`config.mk`:
```
export PLATFORM = sky130hd
export DESIGN_NAME = first_fit_heap_allocator
export DESIGN_NICKNAME = d
export VERILOG_FILES = /design/src/rtl/ffha_pkg.sv /design/src/rtl/ffha_ram.sv /design/src/rtl/ffha_datapath.sv /design/src/rtl/ffha_ctrl.sv /design/src/rtl/first_fit_heap_allocator.sv
export SDC_FILE = /design/constraint.sdc
export NUM_CORES = 2
export LEC_CHECK = 0
export BUFFER_PORTS_ARGS = -buffer_cell sky130_fd_sc_hd__buf_2
export CAP_MARGIN = 20
export CORE_UTILIZATION = 38
export CTS_BUF_LIST = sky130_fd_sc_hd__clkbuf_8
export CTS_CLUSTER_SIZE = 10
export DETAILED_ROUTE_END_ITERATION = 12
export PLACE_DENSITY = 0.63
export REMOVE_ABC_BUFFERS = 1
export SYNTH_ARGS = -nofsm -noshare
export SYNTH_HDL_FRONTEND = slang
export SYNTH_SLANG_ARGS = --single-unit
```
`constraint.sdc`:
```
create_clock -name aclk -period 31.1 [get_ports aclk]
set_input_delay 3.11 -clock aclk [delete_from_list [all_inputs] [get_ports aclk]]
set_output_delay 3.11 -clock aclk [all_outputs]
set_load 0.03 [all_outputs]
```
`src/rtl/ffha_pkg.sv`:
```
// Package: types, status codes and command codes of the heap allocator.
`timescale 1ns / 1ps
package ffha_pkg;
    localparam int ADDR_W = 32;
    localparam int BYTES_W = 24;
    localparam int STATUS_W = 2;
    localparam logic [ADDR_W-1:0] ALIGN_MASK = 32'h0000_000F;
    localparam logic [ADDR_W-1:0] SPLIT_EXTRA = 32'd16;

    typedef enum logic [STATUS_W-1:0] {
        ST_OK        = 2'd0,
        ST_IGNORED   = 2'd1,
        ST_OOM       = 2'd2,
        ST_NOT_FOUND = 2'd3
    } status_t;

    localparam logic CMD_ALLOC = 1'b0;
    localparam logic CMD_FREE  = 1'b1;

    typedef enum logic [3:0] {
        S_IDLE,
        S_SCAN_REQ,
        S_SCAN_WAIT,
        S_SCAN_EVAL,
        S_SHIFT_RD,
        S_SHIFT_WAIT,
        S_SHIFT_WR,
        S_FREE_NXT,
        S_FREE_NXT_W,
        S_FREE_PRV,
        S_FREE_PRV_W,
        S_DONE
    } state_t;

    // Datapath operations requested by the controller.
    typedef enum logic [3:0] {
        OP_NONE,
        OP_START,
        OP_RD_SCAN,
        OP_SCAN_STEP,
        OP_TAKE,
        OP_APPEND,
        OP_OOM,
        OP_NOTFOUND,
        OP_IGNORE,
        OP_SH_RD,
        OP_SH_WR,
        OP_FREE_MARK,
        OP_RD_NXT,
        OP_MERGE_NXT,
        OP_RD_PRV,
        OP_MERGE_PRV
    } op_t;

    typedef struct packed {
        op_t op;
    } ctrl_cmd_t;

    typedef struct packed {
        logic ignore;
        logic is_free_cmd;
        logic scan_end;
        logic hit;
        logic full;
        logic fits_limit;
        logic need_split;
        logic shift_done;
        logic shift_up;
        logic nxt_ok;
        logic prv_ok;
    } ctrl_sts_t;
endpackage

```
`src/rtl/ffha_ram.sv`:
```
// Generic single-port-write, one-read RAM with registered read data.
`timescale 1ns / 1ps
module ffha_ram #(
    parameter int WIDTH = 33,
    parameter int DEPTH = 64
) (
    input  logic                     aclk,
    input  logic                     we,
    input  logic [$clog2(DEPTH)-1:0] waddr,
    input  logic [WIDTH-1:0]         wdata,
    input  logic [$clog2(DEPTH)-1:0] raddr,
    output logic [WIDTH-1:0]         rdata
);
    logic [WIDTH-1:0] mem [DEPTH];

    always_ff @(posedge aclk) begin
        if (we) begin
            mem[waddr] <= wdata;
        end
        rdata <= mem[raddr];
    end
endmodule

```
`src/rtl/ffha_datapath.sv`:
```
// Datapath: block table memory, scan address, shift engine and result registers.
`timescale 1ns / 1ps
module ffha_datapath #(
    parameter int MAX_BLOCKS = 64,
    parameter int HEADER_BYTES = 32
) (
    input  logic                          aclk,
    input  logic                          aresetn,
    input  ffha_pkg::ctrl_cmd_t           cmd,
    output ffha_pkg::ctrl_sts_t           sts,
    input  logic                          in_fire,
    input  logic                          in_command,
    input  logic [ffha_pkg::BYTES_W-1:0]  in_byte_count,
    input  logic [ffha_pkg::ADDR_W-1:0]   in_free_address,
    input  logic                          cfg_we,
    input  logic                          cfg_index,
    input  logic [ffha_pkg::ADDR_W-1:0]   cfg_wdata,
    output logic [ffha_pkg::ADDR_W-1:0]   res_address,
    output ffha_pkg::status_t             res_status
);
    import ffha_pkg::*;

    localparam int IW = $clog2(MAX_BLOCKS);
    localparam int CW = $clog2(MAX_BLOCKS + 1);
    localparam logic [CW-1:0] MAXC = CW'(MAX_BLOCKS);
    localparam logic [33:0] HDR = 34'(HEADER_BYTES);

    logic [ADDR_W-1:0] base_reg, limit_reg, end_reg, end_next;
    logic [CW-1:0]     cnt_reg, cnt_next;
    logic [CW-1:0]     idx_reg, idx_next;
    logic [CW-1:0]     sh_reg, sh_next;
    logic [33:0]       hdr_reg, hdr_next;
    logic              cmd_reg;
    logic [ADDR_W-1:0] want_reg, addr_reg;
    logic [ADDR_W-1:0] ins_size_reg, ins_size_next;
    logic              ins_free_reg, ins_free_next;
    logic [ADDR_W-1:0] cur_size_reg, cur_size_next;
    logic [ADDR_W-1:0] res_addr_reg, res_addr_next;
    status_t           res_st_reg, res_st_next;
    logic              we;
    logic [IW-1:0]     waddr, raddr;
    logic [ADDR_W:0]   wdata, rdata;
    logic [ADDR_W-1:0] rsz;
    logic              rfree;
    logic [33:0]       base_sel, new_end;
    logic [ADDR_W-1:0] want_c;

    assign rsz = rdata[ADDR_W-1:0];
    assign rfree = rdata[ADDR_W];
    assign want_c = (32'(in_byte_count) + ALIGN_MASK) & ~ALIGN_MASK;
    assign base_sel = (cnt_reg == '0) ? 34'(base_reg) : 34'(end_reg);
    assign new_end = base_sel + HDR + 34'(want_reg);

    ffha_ram #(.WIDTH(ADDR_W + 1), .DEPTH(MAX_BLOCKS)) u_tbl (
        .aclk(aclk), .we(we), .waddr(waddr), .wdata(wdata),
        .raddr(raddr), .rdata(rdata)
    );

    always_comb begin
        sts.ignore      = cmd_reg ? (addr_reg == '0) : (want_reg == '0);
        sts.is_free_cmd = cmd_reg;
        sts.scan_end    = (idx_reg >= cnt_reg);
        sts.hit         = cmd_reg ? (hdr_reg + HDR == 34'(addr_reg))
                                  : (rfree && rsz >= want_reg);
        sts.full        = (cnt_reg >= MAXC);
        sts.fits_limit  = (new_end <= 34'(limit_reg));
        sts.need_split  = (34'(rsz) >= 34'(want_reg) + HDR + 34'(SPLIT_EXTRA))
                          && (cnt_reg < MAXC);
        sts.shift_up    = ins_free_reg;
        sts.shift_done  = ins_free_reg ? (sh_reg <= idx_reg + CW'(1))
                                       : (sh_reg + CW'(1) >= cnt_reg);
        sts.nxt_ok      = (idx_reg + CW'(1) < cnt_reg) && rfree;
        sts.prv_ok      = (idx_reg != '0) && rfree;
    end

    always_comb begin
        we = 1'b0;
        waddr = idx_reg[IW-1:0];
        wdata = {1'b0, cur_size_reg};
        raddr = idx_reg[IW-1:0];
        idx_next = idx_reg;
        hdr_next = hdr_reg;
        cnt_next = cnt_reg;
        end_next = end_reg;
        sh_next = sh_reg;
        ins_size_next = ins_size_reg;
        ins_free_next = ins_free_reg;
        cur_size_next = cur_size_reg;
        res_addr_next = res_addr_reg;
        res_st_next = res_st_reg;
        unique case (cmd.op)
            OP_START: begin
                idx_next = '0;
                hdr_next = 34'(base_reg);
            end
            OP_RD_SCAN: raddr = idx_reg[IW-1:0];
            OP_SCAN_STEP: begin
                idx_next = idx_reg + CW'(1);
                hdr_next = hdr_reg + HDR + 34'(rsz);
            end
            OP_TAKE: begin
                we = 1'b1;
                res_addr_next = 32'(hdr_reg + HDR);
                res_st_next = ST_OK;
                if (sts.need_split) begin
                    wdata = {1'b0, want_reg};
                    ins_size_next = rsz - want_reg - 32'(HEADER_BYTES);
                    ins_free_next = 1'b1;
                    sh_next = cnt_reg;
                    cnt_next = cnt_reg + CW'(1);
                end else begin
                    wdata = {1'b0, rsz};
                    ins_free_next = 1'b0;
                    sh_next = '0;
                end
            end
            OP_APPEND: begin
                we = 1'b1;
                waddr = cnt_reg[IW-1:0];
                wdata = {1'b0, want_reg};
                cnt_next = cnt_reg + CW'(1);
                end_next = new_end[ADDR_W-1:0];
                res_addr_next = 32'(base_sel + HDR);
                res_st_next = ST_OK;
            end
            OP_OOM: begin
                res_addr_next = '0;
                res_st_next = ST_OOM;
            end
            OP_NOTFOUND: begin
                res_addr_next = '0;
                res_st_next = ST_NOT_FOUND;
            end
            OP_IGNORE: begin
                res_addr_next = '0;
                res_st_next = ST_IGNORED;
            end
            OP_SH_RD: begin
                raddr = ins_free_reg ? IW'(sh_reg - CW'(1)) : IW'(sh_reg + CW'(1));
            end
            OP_SH_WR: begin
                we = 1'b1;
                if (ins_free_reg) begin
                    if (sh_reg == idx_reg + CW'(1)) begin
                        waddr = sh_reg[IW-1:0];
                        wdata = {1'b1, ins_size_reg};
                    end else begin
                        waddr = sh_reg[IW-1:0];
                        wdata = rdata;
                        sh_next = sh_reg - CW'(1);
                    end
                end else begin
                    if (sh_reg + CW'(1) >= cnt_reg) begin
                        we = 1'b0;
                        cnt_next = cnt_reg - CW'(1);
                    end else begin
                        waddr = sh_reg[IW-1:0];
                        wdata = rdata;
                        sh_next = sh_reg + CW'(1);
                    end
                end
            end
            OP_FREE_MARK: begin
                we = 1'b1;
                wdata = {1'b1, rsz};
                cur_size_next = rsz;
                res_addr_next = '0;
                res_st_next = ST_OK;
                raddr = IW'(idx_reg + CW'(1));
            end
            OP_RD_NXT: raddr = IW'(idx_reg + CW'(1));
            OP_MERGE_NXT: begin
                we = 1'b1;
                cur_size_next = cur_size_reg + 32'(HEADER_BYTES) + rsz;
                wdata = {1'b1, cur_size_next};
                ins_free_next = 1'b0;
                sh_next = idx_reg + CW'(1);
            end
            OP_RD_PRV: raddr = IW'(idx_reg - CW'(1));
            OP_MERGE_PRV: begin
                we = 1'b1;
                waddr = IW'(idx_reg - CW'(1));
                wdata = {1'b1, rsz + 32'(HEADER_BYTES) + cur_size_reg};
                ins_free_next = 1'b0;
                sh_next = idx_reg;
            end
            default: ;
        endcase
    end

    always_ff @(posedge aclk) begin
        if (!aresetn) begin
            base_reg <= '0;
            limit_reg <= '1;
            end_reg <= '0;
            cnt_reg <= '0;
        end else begin
            if (cfg_we && !cfg_index) base_reg <= cfg_wdata;
            if (cfg_we && cfg_index) limit_reg <= cfg_wdata;
            end_reg <= end_next;
            cnt_reg <= cnt_next;
        end
    end

    always_ff @(posedge aclk) begin
        if (in_fire) begin
            cmd_reg <= in_command;
            want_reg <= want_c;
            addr_reg <= in_free_address;
        end
        idx_reg <= idx_next;
        hdr_reg <= hdr_next;
        sh_reg <= sh_next;
        ins_size_reg <= ins_size_next;
        ins_free_reg <= ins_free_next;
        cur_size_reg <= cur_size_next;
        res_addr_reg <= res_addr_next;
        res_st_reg <= res_st_next;
    end

    assign res_address = res_addr_reg;
    assign res_status = res_st_reg;
endmodule

```
`src/rtl/ffha_ctrl.sv`:
```
// Controller: sequences scan, take, append, split shift and free merges.
`timescale 1ns / 1ps
module ffha_ctrl (
    input  logic                aclk,
    input  logic                aresetn,
    input  logic                s_fire,
    input  logic                m_fire,
    input  ffha_pkg::ctrl_sts_t sts,
    output ffha_pkg::ctrl_cmd_t cmd,
    output logic                busy,
    output logic                out_valid
);
    import ffha_pkg::*;

    state_t state_reg, state_next;
    logic   merge_prv_reg, merge_prv_next;

    always_comb begin
        state_next = state_reg;
        merge_prv_next = merge_prv_reg;
        unique case (state_reg)
            S_IDLE: if (s_fire) state_next = S_SCAN_REQ;
            S_SCAN_REQ: begin
                if (sts.ignore) state_next = S_DONE;
                else if (sts.scan_end) state_next = S_DONE;
                else if (sts.is_free_cmd && sts.hit) state_next = S_SCAN_WAIT;
                else state_next = S_SCAN_WAIT;
            end
            S_SCAN_WAIT: state_next = S_SCAN_EVAL;
            S_SCAN_EVAL: begin
                if (sts.is_free_cmd) begin
                    if (sts.hit) state_next = S_FREE_NXT;
                    else state_next = S_SCAN_REQ;
                end else if (sts.hit) begin
                    state_next = sts.need_split ? S_SHIFT_RD : S_DONE;
                end else begin
                    state_next = S_SCAN_REQ;
                end
                merge_prv_next = 1'b0;
            end
            S_SHIFT_RD: state_next = sts.shift_done ? S_SHIFT_WR : S_SHIFT_WAIT;
            S_SHIFT_WAIT: state_next = S_SHIFT_WR;
            S_SHIFT_WR: begin
                if (sts.shift_done) state_next = merge_prv_reg ? S_DONE : 
                                   (sts.is_free_cmd ? S_FREE_PRV : S_DONE);
                else state_next = S_SHIFT_RD;
            end
            S_FREE_NXT: state_next = S_FREE_NXT_W;
            S_FREE_NXT_W: state_next = sts.nxt_ok ? S_SHIFT_RD : S_FREE_PRV;
            S_FREE_PRV: state_next = S_FREE_PRV_W;
            S_FREE_PRV_W: begin
                if (sts.prv_ok) begin
                    state_next = S_SHIFT_RD;
                    merge_prv_next = 1'b1;
                end else begin
                    state_next = S_DONE;
                end
            end
            S_DONE: if (m_fire) state_next = S_IDLE;
            default: state_next = S_IDLE;
        endcase
    end

    always_comb begin
        cmd.op = OP_NONE;
        unique case (state_reg)
            S_IDLE: if (s_fire) cmd.op = OP_START;
            S_SCAN_REQ: begin
                if (sts.ignore) cmd.op = OP_IGNORE;
                else if (sts.scan_end) begin
                    if (sts.is_free_cmd) cmd.op = OP_NOTFOUND;
                    else if (sts.full || !sts.fits_limit) cmd.op = OP_OOM;
                    else cmd.op = OP_APPEND;
                end else cmd.op = OP_RD_SCAN;
            end
            S_SCAN_EVAL: begin
                if (sts.hit) cmd.op = sts.is_free_cmd ? OP_NONE : OP_TAKE;
                else cmd.op = OP_SCAN_STEP;
            end
            S_SHIFT_RD: cmd.op = OP_SH_RD;
            S_SHIFT_WAIT: cmd.op = OP_SH_RD;
            S_SHIFT_WR: cmd.op = OP_SH_WR;
            S_FREE_NXT: cmd.op = OP_FREE_MARK;
            S_FREE_NXT_W: if (sts.nxt_ok) cmd.op = OP_MERGE_NXT;
            S_FREE_PRV: cmd.op = OP_RD_PRV;
            S_FREE_PRV_W: if (sts.prv_ok) cmd.op = OP_MERGE_PRV;
            default: cmd.op = OP_NONE;
        endcase
    end

    always_ff @(posedge aclk) begin
        if (!aresetn) begin
            state_reg <= S_IDLE;
            merge_prv_reg <= 1'b0;
        end else begin
            state_reg <= state_next;
            merge_prv_reg <= merge_prv_next;
        end
    end

    assign busy = (state_reg != S_IDLE);
    assign out_valid = (state_reg == S_DONE);
endmodule

```
`src/rtl/first_fit_heap_allocator.sv`:
```
// Top level of the first-fit heap allocator with split and coalesce.
//  channel | direction | contents
//  s_axis  | in        | tdata: command, byte_count, free_address
//  m_axis  | out       | tdata: payload_address, status
//  cfg     | in        | cfg_we, cfg_index, cfg_wdata (heap_base, heap_limit)
// One request at a time; each request walks table entries through the
// single-read table RAM, and a split or merge moves entries one by one.
// Synchronous active-low reset empties the table at once. A result holds
// on m_axis until taken.
`timescale 1ns / 1ps
module first_fit_heap_allocator #(
    parameter int MAX_BLOCKS = 64,
    parameter int HEADER_BYTES = 32
) (
    input  logic        aclk,
    input  logic        aresetn,
    input  logic        s_axis_tvalid,
    output logic        s_axis_tready,
    // command[0], byte_count[24:1], free_address[56:25], zero pad[63:57]
    input  logic [63:0] s_axis_tdata,
    output logic        m_axis_tvalid,
    input  logic        m_axis_tready,
    // payload_address[31:0], status[33:32], zero pad[39:34]
    output logic [39:0] m_axis_tdata,
    input  logic        cfg_we,
    input  logic        cfg_index,
    input  logic [31:0] cfg_wdata
);
    import ffha_pkg::*;

    ctrl_cmd_t         cmd;
    ctrl_sts_t         sts;
    logic              busy, s_fire, m_fire;
    logic [ADDR_W-1:0] res_address;
    status_t           res_status;

    assign s_axis_tready = !busy;
    assign s_fire = s_axis_tvalid && s_axis_tready;
    assign m_fire = m_axis_tvalid && m_axis_tready;
    assign m_axis_tdata = {6'b0, res_status, res_address};

    ffha_ctrl u_ctrl (
        .aclk(aclk), .aresetn(aresetn), .s_fire(s_fire), .m_fire(m_fire),
        .sts(sts), .cmd(cmd), .busy(busy), .out_valid(m_axis_tvalid)
    );

    ffha_datapath #(.MAX_BLOCKS(MAX_BLOCKS), .HEADER_BYTES(HEADER_BYTES)) u_dp (
        .aclk(aclk), .aresetn(aresetn), .cmd(cmd), .sts(sts),
        .in_fire(s_fire), .in_command(s_axis_tdata[0]),
        .in_byte_count(s_axis_tdata[24:1]), .in_free_address(s_axis_tdata[56:25]),
        .cfg_we(cfg_we), .cfg_index(cfg_index), .cfg_wdata(cfg_wdata),
        .res_address(res_address), .res_status(res_status)
    );
endmodule

```
=== Word-level counts from Yosys, hierarchy flattened ===
Memories as Yosys holds them, arrays and structs flattened. A register that Yosys moved wholly into a read port is not among the register bits.
Index checks and enable logic that the tools add are counted.

* Register bits after elaboration: 316
* Memory bits (writable): 2,112
* Input bits: 102
* Memories: 1

* Add/subtract/negate cells: 19
* $lt $le $gt $ge: 9
* Equality and inequality tests: 35
* Multiplexer cells: 62
* Reductions and logical operators: 37

{| class="wikitable"
|+ Memory list
! memory !! depth !! bits a word !! rd ports !! clocked after Yosys merged registers in !! write ports !! line !! source
|-
| u_dp.u_tbl.mem || 64 || 33 || 1 || 1 || 1 || ffha_ram.sv:14 || <nowiki>logic [WIDTH-1:0] mem [DEPTH];</nowiki>
|}

{| class="wikitable"
|+ Operator list
! kind !! number
|-
| 33-bit one-hot mux with 6 select lines || 1
|-
| 33-bit 2-to-1 mux || 3
|-
| 32-bit one-hot mux with 3 select lines || 1
|-
| 34-bit by 32-bit adder with 34-bit output || 2
|-
| 34-bit by 6-bit adder with 34-bit output, second input constant || 2
|-
| 4-bit 2-to-1 mux || 17
|-
| 34-bit one-hot mux with 2 select lines || 1
|-
| 32-bit adder || 2
|-
| 32-bit by 6-bit adder with 32-bit output, second input constant || 2
|-
| 32-bit logical NOT || 2
|-
| 32-bit 2-to-1 mux || 2
|-
| 32-bit one-hot mux with 2 select lines || 1
|-
| 7-bit 2-to-1 mux || 7
|-
| 4-bit == test, second input constant || 12
|-
| 4-bit one-hot mux with 12 select lines || 1
|-
| 4-bit one-hot mux with 9 select lines || 1
|-
| 6-bit one-hot mux with 3 select lines || 2
|-
| 34-bit by 5-bit adder with 34-bit output, second input constant || 1
|-
| 34-bit by 32-bit == test with 1-bit output || 1
|-
| 32-bit by 34-bit >= comparator with 1-bit output || 1
|-
| 34-bit by 32-bit less-or-equal comparator with 1-bit output || 1
|-
| 32-bit by 6-bit adder with 33-bit output, second input constant || 1
|-
| 4-bit by 3-bit == test with 1-bit output, second input constant || 8
|-
| 32-bit >= comparator || 1
|-
| other kinds (43) || 89
|}

=== Longest topological paths before layout ===
* Depth in word-level cells: 17
* Depth in mapped cells: 49
* Mapped depth without buffers: 42

=== Hierarchy ===
Synthesis repeated with hierarchy kept, for this count alone.

* Cell total of the unflattened synthesis: 6,696
* Area total of the unflattened synthesis: 107,460.6 sq um

{| class="wikitable"
|+ Modules (own cells, without submodules)
! module !! instances !! cells each !! area each (sq um) !! seq. area each (sq um)
|-
| ffha_ram || 1 || 3,598 || 81,187.9 || 64,081.5
|-
| ffha_datapath || 1 || 3,001 || 25,613.3 || 8,097.8
|-
| ffha_ctrl || 1 || 87 || 594.3 || 100.1
|-
| first_fit_heap_allocator || 1 || 10 || 65.1 || 0.0
|}

=== Least setup slack after synthesis ===
OpenSTA, ideal clock, no wires.

* Path kind: register to register
* From: reg u_dp.cnt_reg[2]
* To: mem u_dp.u_tbl.mem[0][32] (data pin)
* Setup time: 1.008 ns
* Data arrival time: 11.689 ns
* Required time: 30.092 ns
* Path slack: 18.402 ns
* Cell stages (with the launch flop): 36
* Path buffers: 5
* Cells stage by stage: dfxtp_1 -> or4_1 -> nor2_2 -> clkbuf_1 -> buf_1 -> clkbuf_1 -> nand2_1 -> nand2_1 -> ha_1 -> clkbuf_1 -> nand3_1 -> xor2_1 -> o21ai_0 -> ha_1 -> or2_2 -> nand3_1 -> a31oi_1 -> a41o_1 -> o41ai_1 -> o2111ai_1 -> a21oi_1 -> or3_1 -> xnor2_1 -> ha_1 -> a21o_1 -> a21o_1 -> a21oi_1 -> o21ai_0 -> a21oi_1 -> a211o_1 -> and4b_1 -> o21a_1 -> o221ai_2 -> nand2_1 -> clkbuf_1 -> o311ai_0

* Cells in the longest elaborated chain, start to end: 14
* Elaborated cells on any way between the ends: 27
* Those cells by class: 2 x add/sub; 5 x order compare; 6 x eq/ne; 10 x mux; 4 x reduce/logical

{| class="wikitable"
|+ RTL lines
! item !! line !! source
|-
| from (decl) || ffha_datapath.sv:29 || <nowiki>logic [CW-1:0] cnt_reg, cnt_next;</nowiki>
|-
| from (signal assigned) || ffha_datapath.sv:201 || <nowiki>cnt_reg <= cnt_next;</nowiki>
|-
| 7-bit logical NOT * || ffha_datapath.sv:51 || <nowiki>assign base_sel = (cnt_reg == '0) ? 34'(base_reg) : 34'(end_reg);</nowiki>
|-
| 32-bit 2-to-1 mux * || ffha_datapath.sv:51 ||
|-
| 34-bit by 6-bit adder with 34-bit output * || ffha_datapath.sv:52 || <nowiki>assign new_end = base_sel + HDR + 34'(want_reg);</nowiki>
|-
| 34-bit by 32-bit adder with 34-bit output * || ffha_datapath.sv:52 ||
|-
| named net u_dp.new_end[27] || ffha_datapath.sv:45 || <nowiki>logic [33:0] base_sel, new_end;</nowiki>
|-
| 34-bit by 32-bit less-or-equal comparator with 1-bit output * || ffha_datapath.sv:66 || <nowiki>sts.fits_limit = (new_end <= 34'(limit_reg));</nowiki>
|-
| 1-bit logical NOT * || ffha_ctrl.sv:72 || <nowiki>else if (sts.full || !sts.fits_limit) cmd.op = OP_OOM;</nowiki>
|-
| 1-bit logical OR * || ffha_ctrl.sv:72 ||
|-
| 2-bit 2-to-1 mux * || ffha_ctrl.sv:72 ||
|-
| 4-bit 2-to-1 mux * || ffha_ctrl.sv:71 || <nowiki>if (sts.is_free_cmd) cmd.op = OP_NOTFOUND;</nowiki>
|-
| 4-bit 2-to-1 mux * || ffha_ctrl.sv:70 || <nowiki>else if (sts.scan_end) begin</nowiki>
|-
| 4-bit 2-to-1 mux * || ffha_ctrl.sv:69 || <nowiki>if (sts.ignore) cmd.op = OP_IGNORE;</nowiki>
|-
| 4-bit one-hot mux with 9 select lines * || ffha_ctrl.sv:66 || <nowiki>unique case (state_reg)</nowiki>
|-
| 4-bit == test or 4-bit by 3-bit == test with 1-bit output (tied branches) || ffha_datapath.sv:91 || <nowiki>unique case (cmd.op)</nowiki>
|-
| 33-bit one-hot mux with 6 select lines * || ffha_datapath.sv:91 ||
|-
| named net u_dp.u_tbl.wdata[32] || ffha_ram.sv:10 || <nowiki>input logic [WIDTH-1:0] wdata,</nowiki>
|-
| to (decl) || ffha_ram.sv:14 ||
|}

The timed path passes the listed nets; every way through them passes the cells marked *.

=== Worst setup path in the final report ===
* From: reg u_dp.cnt_reg[3]
* To: mem u_dp.u_tbl.mem[55][15], enable pin

* Cells in the longest elaborated chain, start to end: 17
* Elaborated cells on any way between the ends: 33
* Those cells by class: 2 x add/sub; 5 x order compare; 6 x eq/ne; 15 x mux; 5 x reduce/logical

{| class="wikitable"
|+ RTL lines
! item !! line !! source
|-
| 7-bit logical NOT * || ffha_datapath.sv:51 ||
|-
| 32-bit 2-to-1 mux * || ffha_datapath.sv:51 ||
|-
| 34-bit by 6-bit adder with 34-bit output * || ffha_datapath.sv:52 ||
|-
| 34-bit by 32-bit adder with 34-bit output * || ffha_datapath.sv:52 ||
|-
| named net u_dp.new_end[27] || ffha_datapath.sv:45 ||
|-
| 34-bit by 32-bit less-or-equal comparator with 1-bit output * || ffha_datapath.sv:66 ||
|-
| 1-bit logical NOT * || ffha_ctrl.sv:72 ||
|-
| 1-bit logical OR * || ffha_ctrl.sv:72 ||
|-
| [... 2 more ...] || n/a ||
|-
| 4-bit 2-to-1 mux * || ffha_ctrl.sv:70 ||
|-
| 4-bit 2-to-1 mux * || ffha_ctrl.sv:69 ||
|-
| 4-bit one-hot mux with 9 select lines * || ffha_ctrl.sv:66 ||
|-
| 4-bit by 3-bit == test with 1-bit output or 4-bit == test (tied branches) || ffha_datapath.sv:91 ||
|-
| 5-bit OR reduction (no line) || n/a ||
|-
| 1-bit one-hot mux with 2 select lines || ffha_datapath.sv:91 ||
|-
| 1-bit 2-to-1 mux || ffha_ram.sv:17 || <nowiki>if (we) begin</nowiki>
|-
| 1-bit 2-to-1 mux (implied by the code) || ffha_ram.sv:18 || <nowiki>mem[waddr] <= wdata;</nowiki>
|}

Marked as above.

==> impl_metrics.toml <==
[outcome]
status = "finished, final reports clean"

[sta]
setup_viol = 0
finalCriticalPeriod_ns = 13.06
clock-skew-final_ns = 0.125
finalMaxSlewViolations = 0
hold_ws_ns = 0.460
post-route-period-util_pct = 42.0
max_freq_mhz = 76.6
rsz0062_at_grt = "false"
hold_violations = 0
worst_slew_pin_slew_ns = 1.28
relSlewSlack_pct = 14.3

[synth]
synthSimpleGateAreaFrac_pct = 16.2
yosys.area_share.xor_xnor_pct = 2.25
synth_top_family_by_area = "simple AND/OR/NAND/NOR gates"
synth_compound_area_share_pct = 9.49
yosys-mux-area-fraction_pct = 0.791
synth-edff-count = 2313
async_flop_share_pct = 0
ys_ff_latch = 2454
synth_warnings = 0
synthFlopType = "edfxtp_1"
syn-instance-count = 9458
yosys.cell_types.count = 99
synthAdderAreaFrac_pct = 3.28
syn-cell-area_um2 = 111000
synth.avg_cell_area_um2 = 11.7
yosysSeqAreaShare_pct = 65.2

[clock_network]
path_clk_slew_ns = 0.06
cts_setup_buffers = 0
clock-sinks = 2454
clock_latency_ns = 1.04
htreeDepth = 5
cts_buffers = 388
cts-root-buf = "clkbuf_8"
clock_path_buffers = 4
cts.repair.resized = 0
cts_tree = "done"
ctsHoldBuffers = 0

[layout]
fin_nets = 9999
utilization_pct = 42.9
multi_input_area_um2 = 36600
fillers = 26369
design_area_um2 = 124000
regArea_um2 = 72300
area_growth_pct = 11.9
drive_above_1_share_pct = 10.4
finalNonFillerCells = 13782
largest_reg_flops = 2112

[job]
cap_violations = 0

[route]
drc = 0
dr_total_vias = 78929
wl_per_cell_um = 24.7
wl_mm = 341
drt_iter0_drc = 8788
vias_per_cell = 5.73
ant_nets = 0
first_pass_iters = 6

[place]
place_congestion = 0.909
placed_cell_area_um2 = 117000
dp_hpwl_mm = 195
post-place-cells = 13092
portBuffers = 130

[floorplan]
die_w_um = 542
die_area_um2 = 294000
start_util_pct = 38.4
rows = 197
ios = 144
die_y_um = 542
core_um2 = 289000

[worst_hold_path]
min_path_cells = 2
hp-class = "reg -> reg"
hp-start = "u_dp.end_reg[1]"
hold_end = "u_dp.end_reg[1]"

[pwr]
pwr-share-clk_pct = 17.8
power.switching_mw = 6.54
p_leak_nw = 44.3
power.density_nw_per_um2 = 115
p_comb_share_pct = 49.1
p_sw_share_pct = 45.8
ir_drop_mv = 0.113
p_int_mw = 7.74
pwr-share-seq_pct = 33.1

[worst_setup_path]
r2r_end = "u_dp.u_tbl.mem[55][15]"
critPathMaxFanout = 46
reg2reg_from = "u_dp.cnt_reg[3]"
required_ns = 31.66
cp-end-kind = "flip-flop"
path_class = "reg -> reg"
rrSetupSlack_ns = 18.04
cp_top_family = "compound AO/OA/AOI/OAI gates"
path_buf_inv = 3
critPathArrivalTime_ns = 13.62
r2r_cells = 36
critPathLaunchType = "flip-flop"
slowest_delay_ns = 0.81
critical_path.slowest_cell = "or4_1"

[grt]
gr-total-overflow = 0
grt_max_degree = 157
grt_pass1_wl_mm = 495
grtUsageTotal_pct = 22.5
grt_antenna_before_repair = 13
grt_pass1_vias = 75357
## worst min-delay path: stages, from the launching register on
cell and delay [ns]:
dfxtp_1 0.31, nand2_1 0.05, a21oi_1 0.05
## power by group through the flow
| stage | combinational, mW | clock [mW] | sequential (mW) |
|---|---|---|---|
| after floorplan | 7.12 | 0 | 4.79 |
| after global placement | 6.71 | 0 | 4.78 |
| after detailed placement | 6.86 | 0 | 4.78 |
| after CTS | 6.89 | 2.58 | 4.72 |
| after global routing | 7.52 | 2.70 | 4.74 |
| final | 7.01 | 2.54 | 4.73 |
## layer usage
layer | routed length (µm) | GRT usage, % | share of wire, %
met4 | 16300 | 10.6 | 4.8
met3 | 30400 | 4.04 | 8.9
met5 | 23 | 0 | 0.0068
met2 | 153000 | 35.1 | 45
met1 | 141000 | 30.4 | 41
## through the flow
step / worst slack (ns) / total power, mW / TNS (ns)
floorplan: -11.98 / 11.9 / -373.28
global placement: 17.99 / 11.5 / 0
detailed placement: 18.07 / 11.6 / 0
CTS: 18.07 / 14.2 / 0
global route: 17.62 / 15.0 / 0
finish: 18.04 / 14.3 / 0
## placed cells by master, fill, tap and decap left out, types with 218 or more instances in the layout
| cell | instances |
|---|---|
| nor2_1 | 235 |
| edfxtp_1 | 2313 |
| and3_1 | 303 |
| ha_1 | 283 |
| inv_1 | 344 |
| a311oi_1 | 434 |
| buf_4 | 218 |
| nand2_1 | 2474 |
| clkbuf_8 | 406 |
| nand3_1 | 635 |
| a21oi_1 | 266 |
## worst max path at each step
stage	slack [ns]	end	cells past startpoint	from
floorplan	-11.98	u_dp.u_tbl.rdata[21]	8	u_dp.idx_reg[0]
global placement	17.99	u_dp.u_tbl.mem[19][32]	36	u_dp.cnt_reg[3]
detailed placement	18.07	u_dp.u_tbl.mem[19][4]	36	u_dp.cnt_reg[3]
CTS	18.07	u_dp.u_tbl.mem[19][8]	36	u_dp.cnt_reg[3]
global route	17.62	u_dp.u_tbl.mem[55][15]	39	u_dp.cnt_reg[3]
finish	18.04	u_dp.u_tbl.mem[55][15]	36	u_dp.cnt_reg[3]
## synth_stat cells, types with 52 or more instances
library cell	n	area, µm²
inv_1	204	766
xor2_1	88	771
nand3_1	636	3180
a211oi_1	55	413
a311o_1	66	661
nand2_1	2476	9290
a21oi_1	276	1380
o21ai_0	118	591
clkbuf_1	533	2000
buf_1	52	195
edfxtp_1	2313	69500
nor2_1	301	1130
nand4_1	63	394
a311oi_1	434	3800
xnor2_1	186	1630
dfxtp_1	141	2820
nor3_1	146	731
a31oi_1	109	682
a21o_1	63	473
ha_1	283	3540
and3_1	303	1900
## cell type report
type,count,share of cell area (%)
timing repair buffer,365,2.05
antenna,3,0.00605
sequential,2454,58.3
inverter,205,0.620
multi-input combinational,6196,29.5
clock buffer,406,4.50
clock inverter,273,1.13
tap,3880,3.91
## cell families (layout without fill, tap and decap cells)
family,count (synthesis),count (layout)
AOI/OAI and AO/OA,1423,1423
xor gates and xnor gates,278,278
adders and majority gates,289,289
buffers and inverters,813,1249
DFF,2454,2454
muxes,82,82
other,2,10
and+or+nand+nor,4117,4117
No activity file was read; power rests on OpenSTA's default activity.
